==> config.mk <==
export PLATFORM = sky130hd
export DESIGN_NAME = fenced_ring_slot_allocator_top
export DESIGN_NICKNAME = d
export VERILOG_FILES = /design/src/rtl/core/frsa_pkg.sv /design/src/rtl/core/frsa_mark_queue.sv /design/src/rtl/core/frsa_ring_ctrl.sv /design/src/rtl/core/fenced_ring_slot_allocator_top.sv
export SDC_FILE = /design/constraint.sdc
export NUM_CORES = 1
export LEC_CHECK = 0
export BUFFER_PORTS_ARGS = -buffer_cell sky130_fd_sc_hd__buf_2
export CORE_AREA = 3 3 236 238
export CTS_BUF_LIST = sky130_fd_sc_hd__clkbuf_8
export DETAILED_ROUTE_END_ITERATION = 16
export DIE_AREA = 0 0 239 241
export PLACE_DENSITY = 0.78
export SYNTH_ARGS = -nofsm -noshare
export SYNTH_HDL_FRONTEND = slang
export SYNTH_SLANG_ARGS = --single-unit
export TNS_END_PERCENT = 10
==> constraint.sdc <==
create_clock -name clock -period 11.7 [get_ports clock]
set_input_delay 2.34 -clock clock [delete_from_list [all_inputs] [get_ports clock]]
set_output_delay 2.34 -clock clock [all_outputs]
set_load 0.05 [all_outputs]
==> src/rtl/core/frsa_pkg.sv <==
package frsa_pkg;

   // Ring and mark queue geometry
   localparam int SLOTS       = 1024;
   localparam int MARK_DEPTH  = 8;
   localparam int PTR_W       = $clog2(SLOTS);
   localparam int CNT_W       = $clog2(SLOTS + 1);
   localparam int MARK_IDX_W  = $clog2(MARK_DEPTH);
   localparam int MARK_CNT_W  = $clog2(MARK_DEPTH + 1);
   localparam int FENCE_W     = 64;
   localparam int FUNC_W      = 2;
   localparam int STATUS_W    = 2;

   // Request function codes
   typedef enum logic [FUNC_W-1:0] {
      FUNC_ALLOC   = 2'd0,
      FUNC_MARK    = 2'd1,
      FUNC_RELEASE = 2'd2
   } func_type;

   // Response status codes
   typedef enum logic [STATUS_W-1:0] {
      STATUS_OK         = 2'd0,
      STATUS_RING_FULL  = 2'd1,
      STATUS_NO_MARK    = 2'd2,
      STATUS_QUEUE_FULL = 2'd3
   } status_type;

   // Controls from the ring logic to the mark queue
   typedef struct packed {
      logic             push;
      logic             pop;
      logic [FENCE_W-1:0] push_fence;
      logic [PTR_W-1:0]   push_ptr;
   } mark_ctrl_type;

   // Mark queue state seen by the ring logic
   typedef struct packed {
      logic             empty;
      logic             full;
      logic [FENCE_W-1:0] head_fence;
      logic [PTR_W-1:0]   head_ptr;
   } mark_stat_type;

   // One response
   typedef struct packed {
      status_type         status;
      logic [PTR_W-1:0]   slot_index;
      logic [FENCE_W-1:0] wait_fence;
      logic [CNT_W-1:0]   used_count;
   } rsp_type;

endpackage

==> src/rtl/core/frsa_mark_queue.sv <==
module frsa_mark_queue (
   input  logic                    clock,
   input  logic                    reset,
   input  frsa_pkg::mark_ctrl_type ctrl,
   output frsa_pkg::mark_stat_type stat
);

   localparam int SUM_W = frsa_pkg::MARK_CNT_W + 1;

   logic [frsa_pkg::FENCE_W-1:0]    fence_ff [frsa_pkg::MARK_DEPTH];
   logic [frsa_pkg::PTR_W-1:0]      ptr_ff   [frsa_pkg::MARK_DEPTH];
   logic [frsa_pkg::MARK_IDX_W-1:0] head_ff, head_in;
   logic [frsa_pkg::MARK_CNT_W-1:0] count_ff, count_in;
   logic [SUM_W-1:0]                tail_sum;
   logic [SUM_W-1:0]                head_sum;
   logic [frsa_pkg::MARK_IDX_W-1:0] tail_idx;

   // Tail slot with wrap at the queue depth
   always_comb begin
      tail_sum = SUM_W'(head_ff) + SUM_W'(count_ff);
      if (tail_sum >= SUM_W'(frsa_pkg::MARK_DEPTH)) begin
         tail_sum = tail_sum - SUM_W'(frsa_pkg::MARK_DEPTH);
      end
      tail_idx = tail_sum[frsa_pkg::MARK_IDX_W-1:0];
   end

   // Head and count update
   always_comb begin
      head_sum = SUM_W'(head_ff) + SUM_W'(1);
      if (head_sum >= SUM_W'(frsa_pkg::MARK_DEPTH)) begin
         head_sum = '0;
      end
      head_in  = head_ff;
      count_in = count_ff;
      if (ctrl.push) begin
         count_in = count_ff + frsa_pkg::MARK_CNT_W'(1);
      end else if (ctrl.pop) begin
         head_in  = head_sum[frsa_pkg::MARK_IDX_W-1:0];
         count_in = count_ff - frsa_pkg::MARK_CNT_W'(1);
      end
   end

   always_ff @(posedge clock) begin
      if (reset) begin
         head_ff  <= '0;
         count_ff <= '0;
      end else begin
         head_ff  <= head_in;
         count_ff <= count_in;
      end
   end

   // Mark storage, written at the tail
   always_ff @(posedge clock) begin
      if (ctrl.push) begin
         fence_ff[tail_idx] <= ctrl.push_fence;
         ptr_ff[tail_idx]   <= ctrl.push_ptr;
      end
   end

   assign stat.empty      = (count_ff == '0);
   assign stat.full       = (count_ff >= frsa_pkg::MARK_CNT_W'(frsa_pkg::MARK_DEPTH));
   assign stat.head_fence = fence_ff[head_ff];
   assign stat.head_ptr   = ptr_ff[head_ff];

`ifndef ASSERT_OFF
   a_count_bound: assert property (@(posedge clock) disable iff (reset)
      count_ff <= frsa_pkg::MARK_CNT_W'(frsa_pkg::MARK_DEPTH))
      else $error("mark count above depth");

   a_no_push_full: assert property (@(posedge clock) disable iff (reset)
      ctrl.push |-> !stat.full)
      else $error("push into full mark queue");

   a_no_pop_empty: assert property (@(posedge clock) disable iff (reset)
      ctrl.pop |-> !stat.empty)
      else $error("pop from empty mark queue");

   a_push_count: assert property (@(posedge clock) disable iff (reset)
      ctrl.push |=> count_ff == $past(count_ff) + 1'b1)
      else $error("push did not grow mark count");
`endif

endmodule

==> src/rtl/core/frsa_ring_ctrl.sv <==
module frsa_ring_ctrl (
   input  logic                          clock,
   input  logic                          reset,
   input  logic                          csr_write,
   input  logic [frsa_pkg::CNT_W-1:0]    csr_data,
   input  logic                          go,
   input  logic [frsa_pkg::FUNC_W-1:0]   func,
   input  logic [frsa_pkg::FENCE_W-1:0]  fence_value,
   input  frsa_pkg::mark_stat_type       mark_stat,
   output frsa_pkg::mark_ctrl_type       mark_ctrl,
   output frsa_pkg::rsp_type             rsp
);

   localparam int CW = frsa_pkg::CNT_W;

   logic [CW-1:0]              heap_ff, heap_in;
   logic [frsa_pkg::PTR_W-1:0] wp_ff, wp_in;
   logic [CW-1:0]              used_ff, used_in;
   logic [CW-1:0]              wp_next;
   logic [CW-1:0]              gap;
   logic [CW-1:0]              span;
   logic [CW-1:0]              heap_clamp;

   // Heap size write: zero acts as one, oversize acts as the full ring
   always_comb begin
      heap_clamp = csr_data;
      if (csr_data == '0) begin
         heap_clamp = CW'(1);
      end else if (csr_data > CW'(frsa_pkg::SLOTS)) begin
         heap_clamp = CW'(frsa_pkg::SLOTS);
      end
   end

   // Request decode and state update
   always_comb begin
      heap_in   = csr_write ? heap_clamp : heap_ff;
      wp_in     = wp_ff;
      used_in   = used_ff;
      mark_ctrl = '{push: 1'b0, pop: 1'b0, push_fence: fence_value, push_ptr: wp_ff};
      rsp       = '{status: frsa_pkg::STATUS_OK, slot_index: '0, wait_fence: '0,
                    used_count: used_ff};

      wp_next = CW'(wp_ff) + CW'(1);
      if (wp_next >= heap_ff) begin
         wp_next = '0;
      end

      // distance from release point to write pointer around the ring
      gap = CW'(mark_stat.head_ptr) - CW'(wp_ff);
      if (wp_ff >= mark_stat.head_ptr) begin
         span = CW'(wp_ff) - CW'(mark_stat.head_ptr);
      end else begin
         span = (gap > heap_ff) ? '0 : heap_ff - gap;
      end

      if (go) begin
         case (frsa_pkg::func_type'(func))
            frsa_pkg::FUNC_ALLOC: begin
               if (used_ff >= heap_ff) begin
                  rsp.status = frsa_pkg::STATUS_RING_FULL;
               end else begin
                  rsp.slot_index = wp_ff;
                  wp_in          = wp_next[frsa_pkg::PTR_W-1:0];
                  used_in        = used_ff + CW'(1);
               end
            end
            frsa_pkg::FUNC_MARK: begin
               if (mark_stat.full) begin
                  rsp.status = frsa_pkg::STATUS_QUEUE_FULL;
               end else begin
                  mark_ctrl.push = 1'b1;
               end
            end
            frsa_pkg::FUNC_RELEASE: begin
               if (mark_stat.empty) begin
                  rsp.status = frsa_pkg::STATUS_NO_MARK;
               end else begin
                  mark_ctrl.pop  = 1'b1;
                  rsp.wait_fence = mark_stat.head_fence;
                  used_in        = (span > heap_ff) ? heap_ff : span;
               end
            end
            default: begin
            end
         endcase
      end
      rsp.used_count = used_in;
   end

   always_ff @(posedge clock) begin
      if (reset) begin
         heap_ff <= CW'(frsa_pkg::SLOTS);
         wp_ff   <= '0;
         used_ff <= '0;
      end else begin
         heap_ff <= heap_in;
         wp_ff   <= wp_in;
         used_ff <= used_in;
      end
   end

`ifndef ASSERT_OFF
   a_heap_range: assert property (@(posedge clock) disable iff (reset)
      heap_ff != '0 && heap_ff <= CW'(frsa_pkg::SLOTS))
      else $error("heap size out of range");

   a_alloc_grows: assert property (@(posedge clock) disable iff (reset)
      go && func == frsa_pkg::FUNC_ALLOC && rsp.status == frsa_pkg::STATUS_OK
      |=> used_ff == $past(used_ff) + 1'b1)
      else $error("allocate did not count slot");

   a_used_bound: assert property (@(posedge clock) disable iff (reset)
      go && func == frsa_pkg::FUNC_RELEASE && !mark_stat.empty
      |-> rsp.used_count <= heap_ff)
      else $error("release count above heap size");
`endif

endmodule

==> src/rtl/core/fenced_ring_slot_allocator_top.sv <==
// Channel | Direction | Handshake         | Payload
// req     | in        | req_valid/stall   | req_func, req_fence_value
// rsp     | out       | rsp_valid/stall   | rsp_status, rsp_slot_index,
//         |           |                   | rsp_wait_fence, rsp_used_count
// csr     | in        | csr_valid/ready   | csr_data (heap size)
//
// One request per cycle while req_stall is low; a request passes through the
// input register and one decode pass into the result register before its response is valid.
// Synchronous reset clears pointers, counts and the mark queue; heap size
// returns to the full ring. No clearing pass is needed.
// A stalled response holds the result register; the input register keeps
// taking one more request, then req_stall follows rsp_stall.
module fenced_ring_slot_allocator_top (
   input  logic                           clock,
   input  logic                           reset,
   input  logic                           req_valid,
   output logic                           req_stall,
   input  logic [frsa_pkg::FUNC_W-1:0]    req_func,
   input  logic [frsa_pkg::FENCE_W-1:0]   req_fence_value,
   output logic                           rsp_valid,
   input  logic                           rsp_stall,
   output logic [frsa_pkg::STATUS_W-1:0]  rsp_status,
   output logic [frsa_pkg::PTR_W-1:0]     rsp_slot_index,
   output logic [frsa_pkg::FENCE_W-1:0]   rsp_wait_fence,
   output logic [frsa_pkg::CNT_W-1:0]     rsp_used_count,
   input  logic                           csr_valid,
   output logic                           csr_ready,
   input  logic [frsa_pkg::CNT_W-1:0]     csr_data
);

   logic                          s1_valid_ff, s1_valid_in;
   logic [frsa_pkg::FUNC_W-1:0]   s1_func_ff;
   logic [frsa_pkg::FENCE_W-1:0]  s1_fence_ff;
   logic                          rsp_valid_ff, rsp_valid_in;
   frsa_pkg::rsp_type             rsp_ff;
   frsa_pkg::rsp_type             rsp_next;
   frsa_pkg::mark_ctrl_type       mark_ctrl;
   frsa_pkg::mark_stat_type       mark_stat;
   logic                          advance;
   logic                          go;

   // Pipeline flow
   assign advance      = !rsp_valid_ff || !rsp_stall;
   assign go           = s1_valid_ff && advance;
   assign req_stall    = s1_valid_ff && !advance;
   assign s1_valid_in  = req_stall ? s1_valid_ff : req_valid;
   assign rsp_valid_in = advance ? s1_valid_ff : rsp_valid_ff;
   assign csr_ready    = 1'b1;

   always_ff @(posedge clock) begin
      if (reset) begin
         s1_valid_ff  <= 1'b0;
         rsp_valid_ff <= 1'b0;
      end else begin
         s1_valid_ff  <= s1_valid_in;
         rsp_valid_ff <= rsp_valid_in;
      end
   end

   // Input register
   always_ff @(posedge clock) begin
      if (!req_stall) begin
         s1_func_ff  <= req_func;
         s1_fence_ff <= req_fence_value;
      end
   end

   // Result register
   always_ff @(posedge clock) begin
      if (go) begin
         rsp_ff <= rsp_next;
      end
   end

   frsa_ring_ctrl u_ring (
      .clock       (clock),
      .reset       (reset),
      .csr_write   (csr_valid && csr_ready),
      .csr_data    (csr_data),
      .go          (go),
      .func        (s1_func_ff),
      .fence_value (s1_fence_ff),
      .mark_stat   (mark_stat),
      .mark_ctrl   (mark_ctrl),
      .rsp         (rsp_next)
   );

   frsa_mark_queue u_marks (
      .clock (clock),
      .reset (reset),
      .ctrl  (mark_ctrl),
      .stat  (mark_stat)
   );

   assign rsp_valid      = rsp_valid_ff;
   assign rsp_status     = rsp_ff.status;
   assign rsp_slot_index = rsp_ff.slot_index;
   assign rsp_wait_fence = rsp_ff.wait_fence;
   assign rsp_used_count = rsp_ff.used_count;

endmodule

==> results by group <==
Floorplanning
  – Chip Height: 241 um
  – Initial Utilization: 0.595
  – CORE AREA: 0.0538 mm^2
  – Ports: 172
  – Die area: 0.0576 mm^2
  – Number of core rows: 85
  – Die W: 239 um

Final layout
  – Core Util, Final: 0.666
  – Post-Layout Cell Count: 2796
  – Share of cells above drive strength 1: 0.246
  – Fillers: 3424
  – Commonest non-fill, non-tap cells in the layout: edfxtp_1 (745), buf_2 (170), mux4_2 (148)
  – Layout Nets: 2155
  – Area Overhead vs Synth: 11.9%
  – Leading cell type in the layout, fill and taps excluded: edfxtp_1

CTS
  – Post-CTS setup buffer count: 0
  – Clk sink count: 789
  – Inserted Clock Buffers: 117
  – Clock tree buffer depth: 3
  – Hold_buf cts: 0
  – Clock latency on the worst-skew pair: 0.72 ns
  – Root Buffer: clkbuf_8
  – Worst-path clk slew: 0.06 ns
  – H-tree depth: 3
  – CTS tree: yes
  – # resized after CTS: 0

Detailed routing
  – Post-DR wirelength/cell: 24.2 um
  – Final ANT Viol Nets: 0
  – Via-to-Cell Ratio: 6.13
  – First drt pass iteration count: 6
  – Starting DRT DRC Count: 1575
  – Final wirelength: 67.8 mm
  – Routed via count: 17100
  – # DRC: 0

STA
  – Setup violators final: 0
  – Clock Skews: 0.0358 ns
  – Fmax: 0.135 GHz
  – Final Hold Vio Count: 0
  – RSZ-0062 raised after global routing: false
  – Period utilization: 0.632
  – Max-slew violations: 0
  – Post-route setup TNS: 0 ns
  – Worst rel slew slack: 0.259
  – Tightest Pin Transition: 1.11 ns
  – Fin crit period: 7.39 ns

Global route
  – Antenna violations before repair: 4
  – Vias in the first global route: 17500
  – GRT Total Usage: 0.238
  – Largest net degree at the start of global routing: 69
  – Total congestion overflow: 0
  – First-pass GRT wire length: 103 mm

Power
  – Pwr Density: 153 mW/mm^2
  – Leakage: 0.0119 uW
  – Register share of total power: 0.580
  – Clock network fraction of total power: 0.361
  – P_sw: 1260 uW
  – Sw frac: 0.230
  – Internal power: 4230 uW
  – Maximum vdd drop: 0.148 mV
  – Total power draw: 5490 uW
  – Power share of the combinational group: 0.060

Placement
  – Gpl congestion: 0.867
  – DP Wirelength: 39.4 mm
  – PortBufs: 170
  – Cell Count Post-Placement: 2575

Critical path
  – CP delay by family, top: compound AO/OA/AOI/OAI gates
  – Reg-to-reg slack, setup: 4.31 ns
  – Worst EP arrival: 7.96 ns
  – Slowest CP cell: dfxtp_1
  – CP Buf/Inv Count: 1
  – Nature of the critical path startpoint: flop
  – Critical path type: reg2reg
  – Cell mode on critical path: a21oi_1
  – Crit end category: flop
  – WP data required: 12.27 ns
  – Slowest Stage Delay on Critical Path: 0.90 ns
  – Crit-path max FO: 20

Hold path
  – Min-Delay Path Class: reg2reg

Run
  – Max Cap Viol: 0

Logic synthesis
  – Seq cells post-synth: 789
  – Synth cell types: 76
  – Syn_nets: 1915
  – Ys async rst share: 0
  – Post-synth EDFFs: 745
  – Mean Syn Cell Area: 18.2 um^2
  – Synth Instances: 1758
  – Synth Flop Type: edfxtp_1
  – Synth Cell Area: 0.0320 mm^2
  – Synth warnings: 0
  – Sequential share of the synthesized area: 0.726

Outcome
  – Status: finished clean
==> cell type report <==
type                    instances  area [um^2]  area share
flip-flops and latches        789        23300       0.650
multi-input cells             841         8320       0.232
clock buffers                 120         1650      0.0461
repair buffers                195         1040      0.0290
well taps                     696          871      0.0243
clock inverters                99          457      0.0128
inverters                      54          205     0.00573
diodes                          2         5.00    0.000140
==> stage by stage <==
step / cell area (um^2) / hold slack [ns] / setup slack, ns
after CTS: 35800 / 0.566 / 4.38
final: 35800 / 0.565 / 4.31
after global routing: 35800 / 0.589 / 3.76
after floorplan: 32000 / 0.449 / 2.93
after global placement: 33700 / 0.525 / 4.52
after detailed placement: 33700 / 0.546 / 4.40
==> path summary, 6_finish.rpt <==
| path | from | to | cells past startpoint |
|---|---|---|---|
| max reg2reg | flop | rsp_used_count[9]$_DFFE_PP_ | 26 |
| max | flop | rsp_used_count[9]$_DFFE_PP_ | 26 |
| min | s1_valid_ff$_SDFFE_PP0N_ | rsp_valid$_SDFFE_PP0N_ | 2 |
| min reg2reg | s1_valid_ff$_SDFFE_PP0N_ | rsp_valid$_SDFFE_PP0N_ | 2 |
==> cells by family after synthesis <==
group	Yosys count	share of synthesized area
AOI/OAI and AO/OA	213	0.0466
muxes	227	0.129
DFF	789	0.726
xor gates and xnor gates	35	0.00957
other	1	0.000117
buffers and inverters	128	0.0159
adders and majority gates	75	0.0305
and+or+nand+nor	290	0.0422
==> power by group through the flow <==
stage | Clock (uW) | Combinational (uW) | Sequential, uW
2_1_floorplan | 0 | 187 | 3270
3_3_place_gp | 0 | 320 | 3240
3_5_place_dp | 0 | 324 | 3240
4_1_cts | 2020 | 326 | 3180
5_1_grt | 2150 | 351 | 3190
6_report | 1980 | 327 | 3180
==> Yosys cell counts (9+ instances only) <==
cell type,number,area share
mux4_2,148,0.10
inv_1,54,0.0063
xnor2_1,26,0.0071
nor3_1,11,0.0017
a211oi_1,10,0.0023
xor2_1,9,0.0025
buf_1,21,0.0025
nor4_1,11,0.0021
nand2_1,51,0.0060
a21oi_1,46,0.0072
ha_1,70,0.027
nand3_1,23,0.0036
and3_1,13,0.0025
o21ai_0,38,0.0059
nand2b_1,14,0.0027
mux2i_1,78,0.024
clkbuf_1,38,0.0045
buf_2,12,0.0019
a21o_1,15,0.0035
nor2_1,126,0.015
edfxtp_1,745,0.70
dfxtp_1,44,0.028
==> registers in the layout, summed over array words and instances (netlist names), 2 cells and up, named ones only <==
register and flops:
u_marks.ptr_ff 80, rsp_used_count 11, u_ring.used_ff 11, u_marks.count_ff 4, u_ring.wp_ff 10, u_marks.head_ff 3
rsp_wait_fence 64, s1_func_ff 2, u_marks.fence_ff 512, rsp_slot_index 10, u_ring.heap_ff 11, s1_fence_ff 64
rsp_status 2
==> worst register-to-register path: cells and delay by family (launching register included) <==
family	cells	cell delay (ns)
compound gates	11	2.15
xor+xnor	1	0.16
fa+ha+maj	4	1.28
buf+inv	1	0.06
flops	1	0.90
mux	2	0.64
simple gates	7	2.06
==> routing by layer <==
metal	vias to the layer above	GRT usage	routed length, um
met5	-	0	22
met2	767	0.389	33600
li1	7552	-	-
met3	96	0.0456	5280
met4	4	0.0799	1320
met1	8718	0.328	27600
Note: power is estimated with default switching activity, not from simulation.
